## src/hw/rtl/buddy_page_allocator_defines.svh

```systemverilog
// ---------------------------------------------------------------------------
// buddy page allocator assertion macros
// shared assertion helpers for the allocator modules, empty when SYNTH is set
// ---------------------------------------------------------------------------
`ifndef BUDDY_PAGE_ALLOCATOR_DEFINES_SVH
`define BUDDY_PAGE_ALLOCATOR_DEFINES_SVH

`ifndef SYNTH
// property that must hold at every edge outside reset
`define BPA_ASSERT(lbl, clk, rst, prop, msg) \
   lbl: assert property (@(posedge clk) disable iff (rst) (prop)) else $error(msg);
// condition in one cycle implies a result in the next
`define BPA_ASSERT_NEXT(lbl, clk, rst, pre, post, msg) \
   lbl: assert property (@(posedge clk) disable iff (rst) (pre) |=> (post)) else $error(msg);
`else
`define BPA_ASSERT(lbl, clk, rst, prop, msg)
`define BPA_ASSERT_NEXT(lbl, clk, rst, pre, post, msg)
`endif

`endif

```

## src/hw/rtl/bpa_pkg.sv

```systemverilog
// ---------------------------------------------------------------------------
// buddy page allocator package
// sizes, codes and controller/datapath interface types
// ---------------------------------------------------------------------------
package bpa_pkg;

   // tree sizing
   localparam int MAX_PAGES  = 1024;
   localparam int MAX_ORDER  = $clog2(MAX_PAGES + 1) - 1;
   localparam int NODE_COUNT = (2 << MAX_ORDER) - 1;
   localparam int NODE_W     = MAX_ORDER + 1;
   localparam int VAL_W      = MAX_ORDER + 1;
   localparam int OFF_W      = MAX_ORDER;

   // field widths
   localparam int PAGES_W    = 11;
   localparam int OFFSET_W   = 10;
   localparam int STATUS_W   = 3;
   localparam int ORDER_W    = 4;
   localparam int AVAIL_W    = 11;
   localparam int CSR_IDX_W  = 2;
   localparam int CSR_DATA_W = 11;
   localparam int LVL_W      = $clog2(((MAX_ORDER > PAGES_W) ? MAX_ORDER : PAGES_W) + 2);

   // register map
   localparam logic [CSR_IDX_W-1:0] CSR_TREE_ORDER = CSR_IDX_W'(0);
   localparam logic [CSR_IDX_W-1:0] CSR_AVAIL      = CSR_IDX_W'(1);

   localparam logic [ORDER_W-1:0] ORDER_RESET = ORDER_W'(10);
   localparam logic [AVAIL_W-1:0] AVAIL_RESET = AVAIL_W'(1024);

   // request operation
   localparam logic FUNC_ALLOC = 1'b0;
   localparam logic FUNC_FREE  = 1'b1;

   typedef enum logic [STATUS_W-1:0] {
      ST_OK        = 3'd0,
      ST_NO_FIT    = 3'd1,
      ST_BEYOND    = 3'd2,
      ST_NOT_ALLOC = 3'd3,
      ST_RANGE     = 3'd4
   } status_type;

   // datapath commands
   typedef enum logic [3:0] {
      DP_IDLE       = 4'd0,
      DP_LOAD       = 4'd1,
      DP_BUILD_INIT = 4'd2,
      DP_BUILD      = 4'd3,
      DP_START      = 4'd4,
      DP_ROOT       = 4'd5,
      DP_DOWN       = 4'd6,
      DP_CHECK      = 4'd7,
      DP_FIND       = 4'd8,
      DP_UP         = 4'd9,
      DP_RESULT     = 4'd10
   } dp_cmd_type;

   // datapath status flags
   typedef struct packed {
      logic cfg_wr;
      logic build_last;
      logic func_free;
      logic range_fail;
      logic root_fail;
      logic lvl_at_need;
      logic lvl_next_need;
      logic beyond;
      logic idx_root;
      logic parent_root;
      logic node_used;
   } dp_status_type;

endpackage

```

## src/hw/rtl/bpa_ctrl.sv

```systemverilog
// ---------------------------------------------------------------------------
// buddy page allocator controller
// sequences tree build, descent and ascent, and owns the handshakes
// ---------------------------------------------------------------------------
`include "buddy_page_allocator_defines.svh"

module bpa_ctrl (
   input  logic                   clock,
   input  logic                   reset,
   input  logic                   req_valid,
   output logic                   req_stall,
   output logic                   rsp_valid,
   input  logic                   rsp_stall,
   output bpa_pkg::dp_cmd_type    cmd,
   input  bpa_pkg::dp_status_type status
);
   import bpa_pkg::*;

   typedef enum logic [9:0] {
      S_INIT   = 10'b0000000001,
      S_BUILD  = 10'b0000000010,
      S_IDLE   = 10'b0000000100,
      S_START  = 10'b0000001000,
      S_ROOT   = 10'b0000010000,
      S_DOWN   = 10'b0000100000,
      S_CHECK  = 10'b0001000000,
      S_FIND   = 10'b0010000000,
      S_UP     = 10'b0100000000,
      S_RESULT = 10'b1000000000
   } state_type;

   state_type state_ff, state_in;
   logic      rsp_valid_ff, rsp_valid_in;
   logic      out_free;

   assign out_free  = !rsp_valid_ff || !rsp_stall;
   assign req_stall = (state_ff != S_IDLE);
   assign rsp_valid = rsp_valid_ff;

   always_comb begin
      state_in     = state_ff;
      cmd          = DP_IDLE;
      rsp_valid_in = rsp_valid_ff && rsp_stall;
      case (state_ff)
         S_INIT: begin
            cmd      = DP_BUILD_INIT;
            state_in = S_BUILD;
         end
         S_BUILD: begin
            cmd = DP_BUILD;
            if (status.build_last) state_in = S_IDLE;
         end
         S_IDLE: begin
            if (req_valid) begin
               cmd      = DP_LOAD;
               state_in = S_START;
            end
         end
         S_START: begin
            cmd = DP_START;
            if (status.func_free) begin
               state_in = status.range_fail ? S_RESULT : S_FIND;
            end else begin
               state_in = S_ROOT;
            end
         end
         S_ROOT: begin
            cmd = DP_ROOT;
            if (status.root_fail) state_in = S_RESULT;
            else if (status.lvl_at_need) state_in = S_CHECK;
            else state_in = S_DOWN;
         end
         S_DOWN: begin
            cmd = DP_DOWN;
            if (status.lvl_next_need) state_in = S_CHECK;
         end
         S_CHECK: begin
            cmd = DP_CHECK;
            if (status.beyond || status.idx_root) state_in = S_RESULT;
            else state_in = S_UP;
         end
         S_FIND: begin
            cmd = DP_FIND;
            if (status.idx_root) state_in = S_RESULT;
            else if (status.node_used) state_in = S_UP;
         end
         S_UP: begin
            cmd = DP_UP;
            if (status.parent_root) state_in = S_RESULT;
         end
         S_RESULT: begin
            if (out_free) begin
               cmd          = DP_RESULT;
               rsp_valid_in = 1'b1;
               state_in     = S_IDLE;
            end
         end
         default: begin
            state_in = S_INIT;
         end
      endcase
      // a write to either register rebuilds the tree
      if (status.cfg_wr) state_in = S_INIT;
   end

   always_ff @(posedge clock) begin
      if (reset) begin
         state_ff     <= S_INIT;
         rsp_valid_ff <= 1'b0;
      end else begin
         state_ff     <= state_in;
         rsp_valid_ff <= rsp_valid_in;
      end
   end

   `BPA_ASSERT(a_rsp_from_result, clock, reset, $rose(rsp_valid_ff) |-> $past(state_ff == S_RESULT), "result raised outside result state")

endmodule

```

## config.mk

```make
export PLATFORM = sky130hd
export DESIGN_NAME = bpa_ctrl
export DESIGN_NICKNAME = d
export VERILOG_FILES = /design/src/hw/rtl/bpa_pkg.sv /design/src/hw/rtl/bpa_ctrl.sv
export VERILOG_INCLUDE_DIRS = /design/src /design/src/hw/rtl
export SDC_FILE = /design/constraint.sdc
export NUM_CORES = 1
export LEC_CHECK = 0
export ABC_AREA = 1
export BUFFER_PORTS_ARGS = -buffer_cell sky130_fd_sc_hd__buf_2
export CAP_MARGIN = 5
export CORE_UTILIZATION = 35
export CTS_CLUSTER_DIAMETER = 40
export DETAILED_ROUTE_END_ITERATION = 10
export MAX_ROUTING_LAYER = met4
export PLACE_DENSITY = 0.55
export SLEW_MARGIN = 20
export SYNTH_ARGS = -nofsm -noshare
export SYNTH_HDL_FRONTEND = slang
export SYNTH_SLANG_ARGS = --single-unit
```

## constraint.sdc

```tcl
create_clock -name clock -period 3.7 [get_ports clock]
set_clock_uncertainty 0.1 [all_clocks]
set_input_delay 0.185 -clock clock [delete_from_list [all_inputs] [get_ports clock]]
set_output_delay 0.185 -clock clock [all_outputs]
set_load 0.1 [all_outputs]
```

==> results of run 1 <==
layout make-up:
cell class | instances | area (um^2) | share of cell area, %
repair buffers | 21 | 110 | 9.91
flip-flops and latches | 11 | 220 | 19.8
clock buffers | 4 | 26.3 | 2.36
multi-input cells | 114 | 631 | 56.8
well taps | 30 | 37.5 | 3.38
inverters | 23 | 86.3 | 7.77
cells in the final DEF, fill, tap and decap left out, types with 2 or more instances in the layout:
cell,instances
nand2_1,32
inv_1,22
buf_2,20
nor2_1,19
nand3_1,13
dfxtp_1,11
nor2_2,6
nor2_4,6
nand4_1,6
nand2_2,5
a21oi_1,5
nand3_2,4
clkbuf_4,3
nand2_4,2
o21ai_1,2
nand3b_1,2
nand3b_2,2
nor3_1,2
o21ai_0,2
worst paths after layout:
| check | end | start |
|---|---|---|
| worst max-delay path | cmd[2] | state_ff[8]$_SDFFE_PP0P_ |
| worst min-delay path | state_ff[4]$_SDFFE_PP0P_ | status[8] |
| worst max register to register | state_ff[9]$_SDFFE_PP0P_ | state_ff[8]$_SDFFE_PP0P_ |
| worst min register to register | rsp_valid$_SDFF_PP0_ | rsp_valid$_SDFF_PP0_ |
stage by stage:
stage          std cells  cell area [um^2]  hold WS (ns)
3_5_place_dp         198              1070         0.262
6_report             203              1110       0.00392
5_1_grt              203              1110        0.0117
2_1_floorplan        149               948         0.154
4_1_cts              203              1110       0.00518
3_3_place_gp         198              1070         0.261
worst max-delay path, stage by stage, from the launching register on:
cell and delay (ns):
dfxtp_1 0.32, nor2_2 0.42, inv_1 0.11, nor2_2 0.16, nand2_1 0.13, nand2_1 0.08
nor2_1 0.07, nand2_1 0.07, buf_2 0.42
cells by family after synthesis:
kind of cell,share of synthesized area [%]
buffers and inverters,10.3
DFF,23.2
and+or+nand+nor,60.2
AOI/OAI and AO/OA,6.33
state kept, by name, summed over array words and instances (netlist names):
signal,count
rsp_valid,1
state_ff,10
synthesized netlist by cell type, drive strengths merged:
cell type   n  area, um^2
o21ai       4        20.0
nor3        3        20.0
nand4       6        37.5
nand2      39         174
nor2       31         176
nor3b       1        7.51
dfxtp      11         220
a21oi       6        33.8
nand3      17         105
o22ai       1        6.26
inv        23        86.3
or2         1        6.26
nand3b      4        37.5
nor4        1        6.26
buf         1        11.3
power by group through the flow:
| stage | Clock, mW | Combinational [mW] | Sequential [mW] |
|---|---|---|---|
| floorplan | 0 | 0.0326 | 0.124 |
| global placement | 0 | 0.0472 | 0.124 |
| detailed placement | 0 | 0.0470 | 0.124 |
| CTS | 0.0855 | 0.0479 | 0.121 |
| global route | 0.0905 | 0.0525 | 0.122 |
| finish | 0.0834 | 0.0481 | 0.121 |
per-layer routing:
layer | up-vias | GRT usage [%] | routed length (um)
met5 | - | - | 0
met4 | 0 | 7.69 | 35
met3 | 5 | 1.69 | 142
met2 | 35 | 32.3 | 1100
met1 | 449 | 23.8 | 1110
li1 | 527 | - | -
==> flow_summary.ini, run 1 <==
[placement]
place_ws_ns = 1.71
gp_congestion = 0.869
dp_hpwl_um = 2010
portBuffers = 20

[clock_network]
clockBufferDepth = 2
cts_setup_buffers = 0
tritoncts = done
clock_latency_ns = 0.27
cts_sinks = 11
cts_made_buffers = 3
hold_buffers = 1
clk_pin_slew_ns = 0.07
clockRootBuffer = clkbuf_4
cts_resized = 0
h-tree-depth = 1

[power_and_ir_drop]
p_leak_nw = 0.588
powerDensity_nw_per_um2 = 228
p_int_mw = 0.177
comb_power_share_pct = 19.0
p_switching_mw = 0.0760
pwr-share-clk_pct = 33.0
sequentialPowerShare_pct = 48.0
ir_drop_mv = 0.173
power_mw = 0.253
switching_share_pct = 30.1

[worst_setup_path]
worstSetupStartpointType = flip-flop
reg2regPathDepth = 9
required_ns = 3.41
worstPathMaxFanout = 11
crit_type = flip-flop to output port
end_kind = output port
arrival_ns = 2.03
r2r_setup_slack_ns = 1.92

[yosys]
synth_nets = 164
ys_warn_count = 0
ys_types = 25
synth_cells = 149
syn_area_per_cell_um2 = 6.37
ys_seq_area_share_pct = 23.2
syn_area_um2 = 948
synth_seq_cells = 11

[min_path]
holdPathStages = 2
hp-class = input port to flip-flop

[floorplanning]
io_pins = 21
fp-row-count = 18
start_util_pct = 37.6
coreArea_um2 = 2520
die_w_um = 54.1
die_h_um = 54.1
dieArea_um2 = 2920

[sta]
rsz0062_at_grt = no
timing.final.crit_period_ns = 2.32
hold_viol_final = 0
fin_ws_ns = 1.38
max_freq_mhz = 431
slew_viol_final = 0
slew-limit-headroom_pct = 66.1
worst_slew_pin_slew_ns = 0.507
setup_violations = 0
tns_ns = 0
fin_crit_sh_pct = 62.7

[grt]
first_global_vias = 907
gr-usage-all-layers_pct = 19.3
grt_overflow = 0
antenna_found_initial = 0
grt_pass1_wl_um = 3820
grt_max_degree = 12

[cells_and_area]
fillCellCount = 289
layout.nets = 189
finalCoreUtilization_pct = 44.0
n_antenna_cell = 0
layout-drive-gt1-share_pct = 30.1
syn_to_final_growth_pct = 17.2

[drt]
vias_per_cell = 5.00
drc = 0
drt_iter0_drc = 45
wire_per_inst_um = 11.7
dr_total_vias = 1016
ant_nets = 0
dr.pass1.iters = 4
routed_wl_um = 2380

[status]
status = finished clean

[flow_run]
drv_cap = 0
(Power assumes the default switching activity.)
==> inputs of run 2 (changes only) <==
--- a/config.mk
+++ b/config.mk
@@ -13,7 +13,7 @@
 export CTS_CLUSTER_DIAMETER = 40
 export DETAILED_ROUTE_END_ITERATION = 10
 export MAX_ROUTING_LAYER = met4
-export PLACE_DENSITY = 0.55
+export PLACE_DENSITY = 0.57
 export SLEW_MARGIN = 20
 export SYNTH_ARGS = -nofsm -noshare
 export SYNTH_HDL_FRONTEND = slang
==> constraint.sdc (replaced) <==
create_clock -name clock -period 2 [get_ports clock]
set_clock_uncertainty 0.1 [all_clocks]
set_input_delay 0.1 -clock clock [delete_from_list [all_inputs] [get_ports clock]]
set_output_delay 0.1 -clock clock [all_outputs]
set_load 0.1 [all_outputs]
==> run 2 against run 1 <==
- final area up 16%
- global-route usage up 1.1 points
- non-clock buffer count increased by 9
- highest routed layer unchanged
- critical path type unchanged
- die area unchanged
- critical path depth is the same
- cell count grew 4.4%
- worst setup slack got worse by 1.3 ns
==> flow_summary.ini, run 2 (synthesized netlist as in run 1, its figures left out) <==
[clock_network]
clock_latency_ns = 0.27
cts_made_buffers = 3
h-tree-depth = 1
tritoncts = done
cts_sinks = 11
clockBufferDepth = 2
clk_pin_slew_ns = 0.08
clockRootBuffer = clkbuf_4

[worst_setup_path]
arrival_ns = 1.71
slowest_delay_ns = 0.50
worstPathMaxFanout = 6
critPathSlowestCell = dfxtp_1
required_ns = 1.80
crit_family = simple AND/OR/NAND/NOR gates
path_common_cell = nand2_1
crit_type = flip-flop to output port
cp_cell_sequence = inv_1, nand2_1, nor2_2, nand2_1, nand2_1, nor2_1, nand2_1, buf_12
critical_path_buf_inv_count = 2
end_kind = output port
worstSetupStartpointType = flip-flop

[grt]
grt_max_degree = 12
grt_overflow = 0
antenna_found_initial = 0
grtUsageMet2_pct = 30.5
met3_usage_pct = 2.54
grt_pass1_wl_um = 4030
gr-usage-all-layers_pct = 20.5
grt-busiest-layer = met2
met1_usage_pct = 27.5
first_global_vias = 894

[sta]
fin_ws_ns = 0.0941
slew_viol_final = 0
rsz0062_at_grt = yes
timing.final.crit_period_ns = 1.91
worst_slew_pin_slew_ns = 0.488
max_freq_mhz = 525
setup_violations = 0
hold_slack_ns = 0.00818
fin_crit_sh_pct = 95.3
hold_viol_final = 0
slew-limit-headroom_pct = 67.7

[floorplanning]
io_pins = 21
coreArea_um2 = 2520
die_w_um = 54.1
die_h_um = 54.1
dieArea_um2 = 2920
fp-row-count = 18
start_util_pct = 37.6

[power_and_ir_drop]
p_int_mw = 0.340
pwr-share-clk_pct = 32.7
powerDensity_nw_per_um2 = 380
power_mw = 0.490
p_switching_mw = 0.150
sequentialPowerShare_pct = 45.9
p_leak_nw = 0.650
ir_drop_mv = 0.316
switching_share_pct = 30.6
comb_power_share_pct = 21.4

[placement]
place_ws_ns = 0.259
dp_hpwl_um = 2060
portBuffers = 20
gp_congestion = 0.877

[cells_and_area]
layout-drive-gt1-share_pct = 33.5
syn_to_final_growth_pct = 35.9
final_common_cell = nand2_1
n_antenna_cell = 0
regMostFlops = state_ff
finalCoreUtilization_pct = 51.1
layout.nets = 198
largest_register_ffs = 10
layout_common_cells = nand2_1 (32), inv_1 (22), nor2_1 (19), buf_2 (16), nand3_1 (12)

[drt]
routed_wl_um = 2590
ant_nets = 0
dr_total_vias = 1083
dr.pass1.iters = 4
wire_per_inst_um = 12.2
drt_iter0_drc = 27
drc = 0
vias_per_cell = 5.11

[min_path]
hp-class = input port to flip-flop

[flow_run]
drv_cap = 0

[status]
status = finished clean
-- run 2: cell types whose count changed in the layout (fill, tap and decap cells not counted), sizes merged --
cell         delta
dlygate4sd3     +3
buf             +6
-- run 2: repair_timing --
| item | 4_1_cts | 5_1_grt |
|---|---|---|
| hold endpoints to repair | 4 | 0 |
| pin swaps | 0 | 3 |
| gates resized for setup | 1 | 3 |
| setup endpoints to repair | 3 | 4 |
| cloned | 0 | 0 |
| setup buffers | 0 | 6 |
| hold buffers | 4 | 0 |
-- run 2: layout make-up --
type | count | area, um^2
inverter | 23 | 86.3
fill | 265 | 1230
tap | 30 | 37.5
sequential | 11 | 221
timing repair buffer | 30 | 245
multi-input combinational | 114 | 672
clock buffer | 4 | 26.3
-- run 2: metal layers --
metal	routed length [um]	part of all wire, %	vias to the layer above
met1	1230	47	491
met4	46	1.8	0
li1	-	-	549
met2	1190	46	36
met5	0	0	-
met3	117	4.5	7
-- run 2: path summary, 6_finish.rpt --
| path | startpoint | endpoint | slack (ns) | cells after the start |
|---|---|---|---|---|
| worst max-delay path | state_ff[6]$_SDFFE_PP0P_ | cmd[2] | 0.09 | 8 |
| worst max register to register | state_ff[6]$_SDFFE_PP0P_ | state_ff[9]$_SDFFE_PP0P_ | 0.37 | 9 |
| worst min-delay path | rsp_stall | rsp_valid$_SDFF_PP0_ | 0.008 | 3 |
| worst min register to register | rsp_valid$_SDFF_PP0_ | rsp_valid$_SDFF_PP0_ | 0.41 | 2 |
-- run 2: worst min-delay path: stages --
cell     delay (ns)
buf_2          0.09
nand2_1        0.08
a21oi_1        0.07
-- run 2: power groups by stage --
stage	Sequential, mW	Clock, mW	Combinational [mW]
3_5_place_dp	0.230	0	0.0980
4_1_cts	0.225	0.166	0.104
2_1_floorplan	0.229	0	0.0616
3_3_place_gp	0.230	0	0.0980
5_1_grt	0.225	0.176	0.112
6_report	0.225	0.160	0.105
-- run 2: per-stage QoR --
stage          TNS [ns]  cells  area (um^2)
5_1_grt         -0.0234    212         1290
2_1_floorplan    -0.129    149          966
3_3_place_gp          0    198         1150
4_1_cts               0    206         1220
6_report              0    212         1290
3_5_place_dp          0    198         1150
==> inputs of run 3 (changes only) <==
--- a/config.mk
+++ b/config.mk
@@ -6,14 +6,14 @@
 export SDC_FILE = /design/constraint.sdc
 export NUM_CORES = 1
 export LEC_CHECK = 0
-export ABC_AREA = 1
 export BUFFER_PORTS_ARGS = -buffer_cell sky130_fd_sc_hd__buf_2
 export CAP_MARGIN = 5
 export CORE_UTILIZATION = 35
 export CTS_CLUSTER_DIAMETER = 40
 export DETAILED_ROUTE_END_ITERATION = 10
 export MAX_ROUTING_LAYER = met4
-export PLACE_DENSITY = 0.57
+export PLACE_DENSITY = 0.55
+export REMOVE_ABC_BUFFERS = 1
 export SLEW_MARGIN = 20
 export SYNTH_ARGS = -nofsm -noshare
 export SYNTH_HDL_FRONTEND = slang
==> constraint.sdc (replaced) <==
create_clock -name clock -period 2.3 [get_ports clock]
set_clock_uncertainty 0.1 [all_clocks]
set_input_delay 0.115 -clock clock [delete_from_list [all_inputs] [get_ports clock]]
set_output_delay 0.115 -clock clock [all_outputs]
set_load 0.1 [all_outputs]
==> run 3 against run 2 <==
- first-iteration DRC count up 100%
- worst setup slack worse by 0.072 ns
- utilization increased by 3.6 points
- sequential power shrank 13%
- via count shrank 3.0%
- synthesized cell count is 26% lower
- critical path depth shrank 2
- power shrank 9.2%
- critical path type unchanged
- combinational power up 4%
==> flow_summary.ini, run 3 <==
[grt]
first_global_vias = 964
antenna_found_initial = 0
grt_pass1_wl_um = 4420
grt_max_degree = 11
gr-usage-all-layers_pct = 23.6
grt_overflow = 0

[power_and_ir_drop]
switching_share_pct = 30.6
pwr-share-clk_pct = 31.6
p_leak_nw = 0.471
p_switching_mw = 0.136
sequentialPowerShare_pct = 43.9
powerDensity_nw_per_um2 = 357
p_int_mw = 0.309
ir_drop_mv = 0.359
comb_power_share_pct = 24.5

[yosys]
ys_types = 42
synth_top_area_share_pct = 25.3
yosysMostFrequentCell = dfxtp_1
ys_warn_count = 0
syn_area_per_cell_um2 = 7.91
synth.largest_area_cell = dfxtp_1
synth.area.top_cells = dfxtp_1 (25%), o211ai_1 (4.3%), nor2_1 (3.9%), nand4_1 (3.6%), nand3_1 (3.5%)
ys_seq_area_share_pct = 25.3
synthArstFlopShare_pct = 0
synthTopCellsByCount = dfxtp_1 (11), nor2_1 (9), inv_1 (8)
synth_edf_count = 0
synth_cells = 110
syn_area_um2 = 870
synth_flop_cell = dfxtp_1
synth_seq_cells = 11

[worst_setup_path]
required_ns = 2.09
crit_type = flip-flop to output port
r2r_setup_slack_ns = 0.09
worstSetupStartpointType = flip-flop
end_kind = output port
arrival_ns = 2.06
worstPathMaxFanout = 4
reg2regPathDepth = 6

[clock_network]
clockBufferDepth = 2
cts_sinks = 11
clockRootBuffer = clkbuf_4
clk_pin_slew_ns = 0.08
tritoncts = done
clock_latency_ns = 0.28
cts_made_buffers = 3
h-tree-depth = 1

[floorplanning]
dieArea_um2 = 2690
coreArea_um2 = 2280
die_h_um = 51.8
start_util_pct = 38.2
fp-row-count = 17
die_w_um = 51.8
io_pins = 21

[sta]
hold_viol_final = 0
slew_viol_final = 0
max_freq_mhz = 439
rsz0062_at_grt = yes
setup_violations = 0
timing.final.crit_period_ns = 2.28
fin_crit_sh_pct = 99.0
slew-limit-headroom_pct = 67.9
hold_slack_ns = 0.0183
worst_slew_pin_slew_ns = 0.484

[placement]
dp_hpwl_um = 2100
portBuffers = 20
gp_congestion = 0.876
dpl.cell_count = 161

[flow_run]
drv_cap = 0

[drt]
dr.pass1.iters = 4
drc = 0
dr_total_vias = 1050
wire_per_inst_um = 16.6
drt_iter0_drc = 55
vias_per_cell = 6.07
routed_wl_um = 2870
ant_nets = 0

[cells_and_area]
final_common_cell = buf_2
layout.nets = 161
regMostFlops = state_ff
layout_common_cells = buf_2 (16), buf_4 (14), dfxtp_1 (10), inv_1 (8), nor2_1 (8)
finalNonFillerCells = 173
syn_to_final_growth_pct = 43.2
n_antenna_cell = 0
largest_register_ffs = 10
layout-drive-gt1-share_pct = 37.9

[min_path]
holdPathStages = 3
hp-class = input port to flip-flop

[status]
status = finished clean
==> run 3: timing repair <==
| item | 4_1_cts | 5_1_grt |
|---|---|---|
| hold buffers | 4 | 0 |
| resized for setup | 3 | 5 |
| buffers inserted | 1 | 3 |
| pin swaps | 4 | 2 |
| setup endpoints to repair | 4 | 4 |
| hold endpoints to repair | 4 | 0 |
==> run 3: cell families (layout without fill, tap and decap cells) <==
logic type / Yosys count / count (layout) / share of synthesized area [%]
simple gates: 51 / 51 / 35.5
compound gates: 30 / 30 / 28.3
flops: 11 / 11 / 25.3
xor+xnor: 2 / 2 / 2.01
buf+inv: 16 / 51 / 8.78
==> run 3: worst max-delay path, cell delays in order, from the launching register on <==
cell       delay [ns]
dfxtp_4          0.37
buf_12           0.12
nor4_4           0.31
nand3_1          0.19
or3_1            0.40
o2111ai_1        0.16
buf_12           0.22
==> run 3: final timing paths <==
path,endpoint,start
max,cmd[2],state_ff[0]$_SDFFE_PP1P_
min reg2reg,rsp_valid$_SDFF_PP0_,rsp_valid$_SDFF_PP0_
min,state_ff[5]$_SDFFE_PP0P_,status[5]
max reg2reg,state_ff[2]$_SDFFE_PP0P_,state_ff[0]$_SDFFE_PP1P_
==> run 3: metrics by stage <==
| step | setup WS [ns] | instance area, um^2 | total power [mW] | TNS (ns) | utilization [%] |
|---|---|---|---|---|---|
| 2_1_floorplan | -1.39 | 823 | 0.253 | -6.27 | - |
| 3_3_place_gp | 0.143 | 1100 | 0.290 | 0 | 48.4 |
| 3_5_place_dp | 0.119 | 1100 | 0.291 | 0 | 48.4 |
| 4_1_cts | 0.0384 | 1190 | 0.437 | 0 | 52.2 |
| 5_1_grt | -0.0436 | 1240 | 0.464 | -0.128 | 54.7 |
| 6_report | 0.0219 | 1240 | 0.445 | 0 | 54.7 |
==> run 3: final cells by class <==
type                       instances  area (um^2)
sequential                        11          224
timing repair buffer              39          330
inverter                           8         30.0
tap                               28         35.0
multi-input combinational         83          598
clock inverter                     1         5.00
fill                             195         1030
clock buffer                       3         22.5
==> run 3: power groups by stage <==
stage | clock, mW | sequential (mW) | combinational [mW]
after floorplan | 0 | 0.202 | 0.0510
after global placement | 0 | 0.200 | 0.0894
after detailed placement | 0 | 0.201 | 0.0901
after CTS | 0.144 | 0.197 | 0.0970
after global routing | 0.154 | 0.195 | 0.115
final | 0.141 | 0.195 | 0.109
==> run 3: layer usage <==
| metal | track usage, % | part of all wire (%) |
|---|---|---|
| met5 | - | 0 |
| met4 | 10.8 | 3.1 |
| met3 | 3.51 | 8.1 |
| met2 | 36.3 | 48 |
| met1 | 30.1 | 40 |
